`config.mk`:
```
export PLATFORM = sky130hd
export DESIGN_NAME = sto_cell
export DESIGN_NICKNAME = d
export VERILOG_FILES = /design/src/rtl/sto_pkg.sv /design/src/rtl/sto_cell.sv
export SDC_FILE = /design/constraint.sdc
export NUM_CORES = 1
export LEC_CHECK = 0
export ABC_AREA = 0
export BUFFER_PORTS_ARGS = -buffer_cell sky130_fd_sc_hd__buf_2
export CAP_MARGIN = 30
export CELL_PAD_IN_SITES_DETAIL_PLACEMENT = 1
export CELL_PAD_IN_SITES_GLOBAL_PLACEMENT = 2
export CORE_MARGIN = 10
export CORE_UTILIZATION = 26
export DETAILED_ROUTE_END_ITERATION = 6
export HOLD_SLACK_MARGIN = 0.1
export PLACE_DENSITY = 0.77
export SETUP_SLACK_MARGIN = 0.2
export SYNTH_ARGS = -nofsm -noshare
export SYNTH_HDL_FRONTEND = slang
export SYNTH_SLANG_ARGS = --single-unit
```
`constraint.sdc`:
```
create_clock -name clk -period 3.1 [get_ports clk]
set_input_delay 0.155 -clock clk [delete_from_list [all_inputs] [get_ports clk]]
set_output_delay 0.155 -clock clk [all_outputs]
set_load 0.05 [all_outputs]
```
`src/rtl/sto_pkg.sv`:
```
package sto_pkg;

  localparam int TIME_W  = 32;
  localparam int TOTAL_W = 13;
  localparam int MODE_W  = 2;
  localparam int STAT_W  = 2;

  localparam logic [TOTAL_W-1:0] TOTAL_MAX = 13'd8191;

  localparam int DEF_ENTRIES       = 32;
  localparam int DEF_MAX_CALLBACKS = 255;

  localparam logic [MODE_W-1:0] MODE_ADD    = 2'd0;
  localparam logic [MODE_W-1:0] MODE_FIRE   = 2'd1;
  localparam logic [MODE_W-1:0] MODE_NEXT   = 2'd2;
  localparam logic [MODE_W-1:0] MODE_LOOKUP = 2'd3;

  localparam logic [STAT_W-1:0] STAT_OK       = 2'd0;
  localparam logic [STAT_W-1:0] STAT_TBL_FULL = 2'd1;
  localparam logic [STAT_W-1:0] STAT_CNT_FULL = 2'd2;

  typedef struct packed {
    logic [MODE_W-1:0] mode;
    logic [TIME_W-1:0] ta;
    logic [TIME_W-1:0] tb;
  } query_t;

  // commit command broadcast to every cell
  typedef struct packed {
    logic ins;
    logic inc;
  } cell_cmd_t;

  // handed from each cell to the next one up
  typedef struct packed {
    logic ge;   // cell sits at or above the insertion point
    logic gt;   // occupied and later than the query time
  } link_t;

  typedef struct packed {
    logic eq_hit;
    logic full_hit;
  } cell_stat_t;

  typedef struct packed {
    logic               hit;
    logic [TIME_W-1:0]  tm;
    logic [TOTAL_W-1:0] total;
  } leaf_t;

  function automatic leaf_t leaf_merge(leaf_t a, leaf_t b);
    logic [TOTAL_W:0] s;
    leaf_t r;
    s = {1'b0, a.total} + {1'b0, b.total};
    r.hit = a.hit | b.hit;
    r.tm  = a.tm | b.tm;
    r.total = (s > {1'b0, TOTAL_MAX}) ? TOTAL_MAX : s[TOTAL_W-1:0];
    return r;
  endfunction

endpackage

```
`src/rtl/sto_cell.sv`:
```
module sto_cell import sto_pkg::*; #(
  parameter int IDX    = 0,
  parameter int CNT_W  = 8,
  parameter int USED_W = 6,
  parameter int MAX_CB = DEF_MAX_CALLBACKS
) (
  input  logic              clk,
  input  query_t            query,
  input  logic              cap,
  input  cell_cmd_t         cmd,
  input  logic [USED_W-1:0] used,
  input  link_t             link_prev,
  input  logic [TIME_W-1:0] tm_prev,
  input  logic [CNT_W-1:0]  cnt_prev,
  output link_t             link_out,
  output logic [TIME_W-1:0] tm_out,
  output logic [CNT_W-1:0]  cnt_out,
  output cell_stat_t        stat,
  output leaf_t             leaf
);

  localparam int EXT_W = (CNT_W > TOTAL_W) ? CNT_W : TOTAL_W;

  logic [TIME_W-1:0] tm_r;
  logic [CNT_W-1:0]  cnt_r;
  logic lt_r, eq_r, gt_r, rng_r, max_r;
  logic occ, ge, first_gt, eq_occ;
  logic [EXT_W-1:0]   cnt_ext;
  logic [TOTAL_W-1:0] cnt_sat;

  assign occ      = USED_W'(IDX) < used;
  assign ge       = !(occ && lt_r);
  assign eq_occ   = occ && eq_r;
  assign first_gt = occ && gt_r && !link_prev.gt;

  assign link_out.ge = ge;
  assign link_out.gt = occ && gt_r;
  assign tm_out      = tm_r;
  assign cnt_out     = cnt_r;

  assign stat.eq_hit   = eq_occ;
  assign stat.full_hit = eq_occ && max_r;

  assign cnt_ext = EXT_W'(cnt_r);
  assign cnt_sat = (cnt_ext > EXT_W'(TOTAL_MAX)) ? TOTAL_MAX : cnt_ext[TOTAL_W-1:0];

  always_comb begin
    leaf = '0;
    unique case (query.mode)
      MODE_FIRE: begin
        if (occ && rng_r) leaf.total = cnt_sat;
      end
      MODE_NEXT: begin
        leaf.hit = first_gt;
        if (first_gt) leaf.tm = tm_r;
      end
      MODE_LOOKUP: begin
        leaf.hit = eq_occ;
        if (eq_occ) leaf.total = cnt_sat;
      end
      default: begin
        leaf = '0;
      end
    endcase
  end

  always_ff @(posedge clk) begin
    if (cap) begin
      lt_r  <= tm_r < query.ta;
      eq_r  <= tm_r == query.ta;
      gt_r  <= tm_r > query.ta;
      rng_r <= (tm_r != '0) && (tm_r > query.ta) && (tm_r <= query.tb);
      max_r <= cnt_r == CNT_W'(MAX_CB);
    end
    if (cmd.ins) begin
      if (ge && !link_prev.ge) begin
        tm_r  <= query.ta;
        cnt_r <= CNT_W'(1);
      end else if (link_prev.ge) begin
        tm_r  <= tm_prev;
        cnt_r <= cnt_prev;
      end
    end else if (cmd.inc && eq_occ) begin
      cnt_r <= cnt_r + CNT_W'(1);
    end
  end

endmodule

```
==> results by group, run 1 <==
Logic synthesis
  – Number of flops mapped to enable cells by yosys: 45
  – Average footprint of a synthesized cell: slightly below 10 sq um
  – Multiplexer share of the synthesized area: between 8 and 9%
  – Adder-Cell Fraction of Synth Area: 19.5%
  – Leading cell types by count after synthesis: 67 x inv_1, 65 x ha_1, 45 x edfxtp_1, 42 x and2_1
  – Cell area after technology mapping: approximately 4200 sq um
  – Synthesized-area fraction occupied by and/or/nand/nor cells: a little under 20%
  – Xor/xnor share of the synthesized area: roughly 1.3%
  – Count of synthesis-stage warnings from yosys: 0
  – Number of library cell types mapped by synthesis: 41
  – #FFs+latches synth: 45
  – Most repeated cell in the gate-level netlist after synthesis: inv_1
  – Main combinational cell family by area after synthesis: adder cells
  – Compound-cell area share of the yosys netlist: about 10%
  – Fraction of post-synthesis cell area in the top cell type by area: between 30% and 40%
  – Post-synthesis cell type with the largest combined area: edfxtp_1
  – Share of async-settable or async-resettable flops after synthesis: 0%
  – Ys flop type: edfxtp_1
  – Sequential share of the synthesized area: roughly a third
  – Cells after synthesis: 431
  – Largest cells by area after synthesis: edfxtp_1 32%, ha_1 20%, mux2_1 8.9%, and2_1 6.3%, inv_1 6.0%

GRT
  – Total global-route track usage: roughly 15%
  – Maximum number of pins on one net before global-route repair: 34
  – Vias in the first global route: 4500
  – GRT Residual Overflow: 0
  – Wire length of the first global-routing pass: about 25 mm
  – Number of antenna violations at the first check in global routing: 0

Setup path
  – Worst r2r path cells: 7
  – Critical path peak fanout: 5
  – Category of the most critical setup path: reg2reg
  – Kind of launch point of the worst setup path: flop
  – Arrival time reported for the critical path endpoint: 2.38 ns
  – Required time of the critical path: ~3.2 ns
  – Beginning of the worst register-to-register path: tm_out[31]$_DFFE_PP_
  – Launching element of the worst setup path: tm_out[31]$_DFFE_PP_
  – R2r setup slk: ~0.85 ns
  – Timing endpoint of the critical path: rng_r$_DFFE_PP_
  – End of the worst register-to-register path: rng_r$_DFFE_PP_
  – Kind of end point of the critical path: flop

Power and ir drop
  – Reported net switching power: slightly above 800 uW
  – Cell area power density: roughly 380 nW/um^2
  – P_leak: between 0.002 and 0.003 uW
  – Int Pwr: roughly 1300 uW
  – Sequential share of power: ~38%
  – Power share of the combinational group: between 30 and 40%
  – Highest ir drop seen on vdd: around 0.00018 V
  – Switching Share: about two fifths
  – Clock network fraction of total power: between 20 and 30%

Clock tree
  – Number of levels in the clock H-tree: 2
  – Number of buffers created by CTS: 5
  – Gates resized, CTS repair: 0
  – Clk sink count: 45
  – Maximum number of buffers from clock root to sink: 2
  – Hold-fix buffers, CTS: 0
  – TritonCTS clock tree: yes
  – Clk_lat worst skew: 0.30 ns
  – Count of buffers added by post-CTS timing repair for setup: 0
  – Clock Root Buffer: clkbuf_16
  – Reg clk slew, reported paths: around 0.070 ns

Finish
  – Layout Area Growth over Synthesis: 33.6%
  – Fillers: approximately 1900
  – Post-route core utilization: roughly a third
  – Multi-input gate area: roughly 2500 sq um
  – Number of antenna cells inserted: 0
  – Final-stage net count: a little over 800
  – Sequential standard cell area: 1350 sq um
  – Number of non-filler instances in the completed layout: 850
  – Ratio of cells with drive above 1 in the final layout: 36.6%

Detailed routing
  – Wire length after detailed routing: between 15 and 20 mm
  – Post-detailed-route via-to-cell ratio: ~4.5
  – Detailed-route via count: approximately 3900
  – WL per Instance: around 19 um
  – Number of iterations in the first detailed-routing pass: 4
  – Residual DRC count: 0
  – Drt initial violations: between 100 and 150
  – Residual antenna-violating net count after detailed routing: 0

STA
  – Achievable frequency: 445 MHz
  – Unrepaired setup endpoints after global routing: no
  – Post-Route Setup TNS: 0 ns
  – WHS: 0.135 ns
  – Final hold viol count: 0
  – Fin Clk Skew: ~0.0049 ns
  – Max transition margin: roughly three fifths
  – Slew Limit Fails: 0
  – Worst Slack Setup Final: about 0.85 ns
  – Final worst path period share: between 70% and 80%
  – Slew at the pin closest to its max-slew limit: between 0.5 and 0.6 ns
  – Final period demand of the worst path: around 2.2 ns
  – Final setup violating endpoints: 0

Placed design
  – Final HPWL from detailed placement: 13.8 mm
  – Worst slack at placement: between 0.8 and 0.9 ns
  – # placed instances: 842
  – Routability cong.: 0.756
  – Count of port buffers added during placement: 202

Floorplan
  – Die height: approximately 150 um
  – Die outline area: roughly 21000 sq um
  – Std-Cell Core Area: 15800 sq um
  – Effective utilization at floorplan: 26.4%
  – Die outline width: around 150 um
  – Standard-cell rows: 46
  – # IOs: ~210

Hold path
  – Critical hold path startpoint: tm_prev[12]
  – Kind of path behind the tightest hold check: in2reg

Run status
  – Result of the run: completed

Job
  – Number of max-capacitance violations reported: 0
worst max-delay path, stage by stage, from the launching register on:
cell and delay (ns):
edfxtp_1 0.51, ha_1 0.39, nand4_2 0.17, nor4_4 0.38
a221oi_1 0.16, a31oi_1 0.22, a21oi_2 0.06, a311oi_2 0.18
final cells by class:
| cell class | count | area share (%) |
|---|---|---|
| clock inverter | 3 | 0.315 |
| clock buffer | 5 | 2.25 |
| multi-input combinational | 308 | 44.8 |
| tap | 216 | 4.86 |
| timing repair buffer | 206 | 18.9 |
| inverter | 67 | 4.52 |
| sequential | 45 | 24.3 |
power by group through the flow:
stage                     registers [uW]  clock network, uW  logic (uW)
after floorplan                      940                  0         386
after global placement               815                  0         758
after detailed placement             819                  0         776
after CTS                            805                577         781
after global routing                 814                602         844
final                                803                551         768
cell families after synthesis:
logic type,after synthesis
AND/OR/NAND/NOR,136
buffers and inverters,82
adder cells (fa/ha/maj),65
AO/OA/AOI/OAI,63
flip-flops,45
multiplexers,33
XOR/XNOR,6
other,1
registers in the layout, summed over array words and instances, names as in the netlist:
| signal | cells |
|---|---|
| lt_r | 1 |
| max_r | 1 |
| eq_r | 1 |
| rng_r | 1 |
| cnt_out | 8 |
| tm_out | 32 |
| gt_r | 1 |
layer usage:
layer / vias up / track usage, % / routed length (um)
li1: 1918 / - / -
met1: 1811 / 16.5 / 6800
met2: 119 / 26.3 / 8020
met3: 13 / 4.94 / 1050
met4: 0 / 2.80 / 185
met5: - / 0 / 0
placed cells by master, fill, tap and decap left out, types with 2 or more instances in the layout:
cell       Yosys  layout
nand4_2        4       4
a211oi_1       2       2
mux2_1        33      33
o22ai_1        6       6
buf_4         10       3
clkbuf_16      0       5
nor2_1        13      12
a31o_1         2       2
a221oi_1       3       3
conb_1         1       5
nand4_1        8       8
a21oi_2        3       2
inv_1         67      67
nor4_1         9       9
nand3_1        9       9
ha_1          65      65
a21o_1         3       3
xor2_1         3       3
nand2b_2       2       2
o21ai_0        8       8
nor3_1         2       2
nor4_4         3       3
and3_1         6       6
o21ai_1        2       2
edfxtp_1      45      45
buf_2          2     202
xnor2_1        3       3
nand2b_1       2       2
and2_1        42      42
a21oi_1       27      27
nand2_1       33      33
worst min-delay path by stage:
| stage | end | slack [ns] | cells after the start |
|---|---|---|---|
| detailed placement | tm_out[12]$_DFFE_PP_ | 0.44 | 2 |
| finish | tm_out[12]$_DFFE_PP_ | 0.14 | 2 |
| floorplan | eq_r$_DFFE_PP_ | 0.27 | 0 |
| CTS | tm_out[12]$_DFFE_PP_ | 0.13 | 2 |
| global placement | tm_out[9]$_DFFE_PP_ | 0.44 | 2 |
| global route | tm_out[14]$_DFFE_PP_ | 0.13 | 2 |
per-stage QoR:
step	power, uW	area [sq um]
after floorplan	1330	4180
after global placement	1570	5420
after detailed placement	1600	5420
after CTS	2160	5560
after global routing	2260	5560
final	2120	5560
Power figures use the tool's default switching activity.
==> run 2: changes to the inputs <==
clock period = 2.3 ns   (was 3.1 ns; I/O delays follow)
==> results by group, run 2 (synthesis results as in run 1) <==
Run status
  – Result of the run: completed

GRT
  – Vias in the first global route: 4754
  – Wire length of the first global-routing pass: approximately 26 mm
  – Number of antenna violations at the first check in global routing: 1
  – Total global-route track usage: approximately 15%
  – Maximum number of pins on one net before global-route repair: 34
  – GRT Residual Overflow: 0

Detailed routing
  – Post-detailed-route via-to-cell ratio: about 4.5
  – Residual antenna-violating net count after detailed routing: 0
  – Detailed-route via count: 4114
  – Number of iterations in the first detailed-routing pass: 4
  – WL per Instance: 18.3 um
  – Residual DRC count: 0
  – Wire length after detailed routing: between 15 and 20 mm
  – Drt initial violations: 96

Job
  – Number of max-capacitance violations reported: 0

Placed design
  – Routability cong.: ~0.80
  – Final HPWL from detailed placement: 13.7 mm
  – Count of port buffers added during placement: around 200
  – Worst slack at placement: approximately 0.11 ns

Finish
  – Most frequent cells in the layout: 202 x buf_2, 67 x inv_1, 57 x ha_1
  – Ratio of cells with drive above 1 in the final layout: 40.7%
  – Final-stage net count: 877
  – Layout Area Growth over Synthesis: 49.9%
  – Leading cell type in the layout, fill and taps excluded: buf_2
  – Fillers: 1918
  – Largest register FFs: 32

STA
  – Unrepaired setup endpoints after global routing: yes
  – Final worst path period share: just over 90%
  – Final period demand of the worst path: 2.10 ns
  – Post-Route Setup TNS: 0 ns
  – Worst Slack Setup Final: 0.198 ns
  – Slew Limit Fails: 0
  – Achievable frequency: approximately 480 MHz
  – Final hold viol count: 0
  – Fin Clk Skew: between 0.007 and 0.008 ns
  – Final setup violating endpoints: 0

Power and ir drop
  – Highest ir drop seen on vdd: 0.000257 V
  – P_leak: around 0.0032 uW
  – Cell area power density: around 500 nW/um^2

Clock tree
  – TritonCTS clock tree: yes
  – Clock Root Buffer: clkbuf_16
  – Reg clk slew, reported paths: 0.07 ns
  – Maximum number of buffers from clock root to sink: 2
  – Clk_lat worst skew: approximately 0.3 ns
  – Clk sink count: 45
  – Number of buffers created by CTS: 5
  – Number of levels in the clock H-tree: 2

Setup path
  – Critical path peak fanout: 4
  – Required time of the critical path: ~2.3 ns
  – Kind of launch point of the worst setup path: flop
  – Beginning of the worst register-to-register path: tm_out[14]$_DFFE_PP_
  – Kind of end point of the critical path: flop
  – Category of the most critical setup path: reg2reg
  – Launching element of the worst setup path: tm_out[14]$_DFFE_PP_
  – Arrival time reported for the critical path endpoint: approximately 2.1 ns

Floorplan
  – Standard-cell rows: 46
  – Die outline width: between 100 and 150 um
  – Die height: between 100 and 150 um
  – Std-Cell Core Area: around 16000 sq um
  – Die outline area: between 20000 and 25000 sq um
  – Effective utilization at floorplan: 26.4%
  – # IOs: between 200 and 250

Hold path
  – Kind of path behind the tightest hold check: in2reg
  – Critical hold path startpoint: tm_prev[12]
[run 2: layout make-up]
class	instances	area, sq um	area share [%]
clock buffer	6	129	2.07
antenna	1	2.50	0.0401
timing repair buffer	267	1560	25.1
clock inverter	2	38.8	0.622
sequential	45	1350	21.7
multi-input combinational	308	2630	42.2
inverter	67	251	4.03
tap	216	270	4.33
[run 2: worst paths after layout]
path              depth (start not counted)                    to  slack, ns
setup reg to reg                          7       rng_r$_DFFE_PP_       0.20
hold reg to reg                           1  cnt_out[0]$_DFFE_PP_       0.69
hold / removal                            2  tm_out[12]$_DFFE_PP_       0.10
setup / recovery                          7       rng_r$_DFFE_PP_       0.20
[run 2: metrics by stage]
| step | utilization [%] | cells | power (uW) | area (sq um) | hold WS [ns] |
|---|---|---|---|---|---|
| 6_report | 39.6 | 912 | 3130 | 6240 | 0.104 |
| 5_1_grt | 39.6 | 911 | 3320 | 6240 | 0.103 |
| 4_1_cts | 38.7 | 898 | 3140 | 6110 | 0.101 |
| 3_5_place_dp | 34.8 | 847 | 2170 | 5490 | 0.401 |
| 3_3_place_gp | 34.8 | 847 | 2140 | 5490 | 0.397 |
| 2_1_floorplan | - | 435 | 1790 | 4220 | 0.227 |
[run 2: power breakdown]
group / internal, uW / switching [uW] / leakage, uW / total, uW
clock network: 517 / 349 / 0.0000811 / 866
logic: 456 / 737 / 0.00264 / 1190
registers: 995 / 75.5 / 0.000435 / 1070
total: 1970 / 1160 / 0.00316 / 3130
[run 2: timing repair]
action	CTS	global route
buffers inserted	22	13
resized for setup	7	4
hold endpoints to repair	21	0
pin swaps	5	6
endpoints found under the setup margin	2	2
hold buffers	21	0
[run 2: worst max-delay path, cell delays in order, from the launching register on]
cell	delay, ns
edfxtp_1	0.52
ha_4	0.35
nand4_4	0.13
nor4_4	0.33
and4_1	0.26
a31oi_1	0.06
a21oi_2	0.15
a311oi_2	0.05
[run 2: per-layer routing]
metal  global-route usage, %  share of wire (%)
met5                       0                  0
met3                    4.82                5.8
met4                    3.70                1.4
met1                    17.0                 41
met2                    27.2                 51
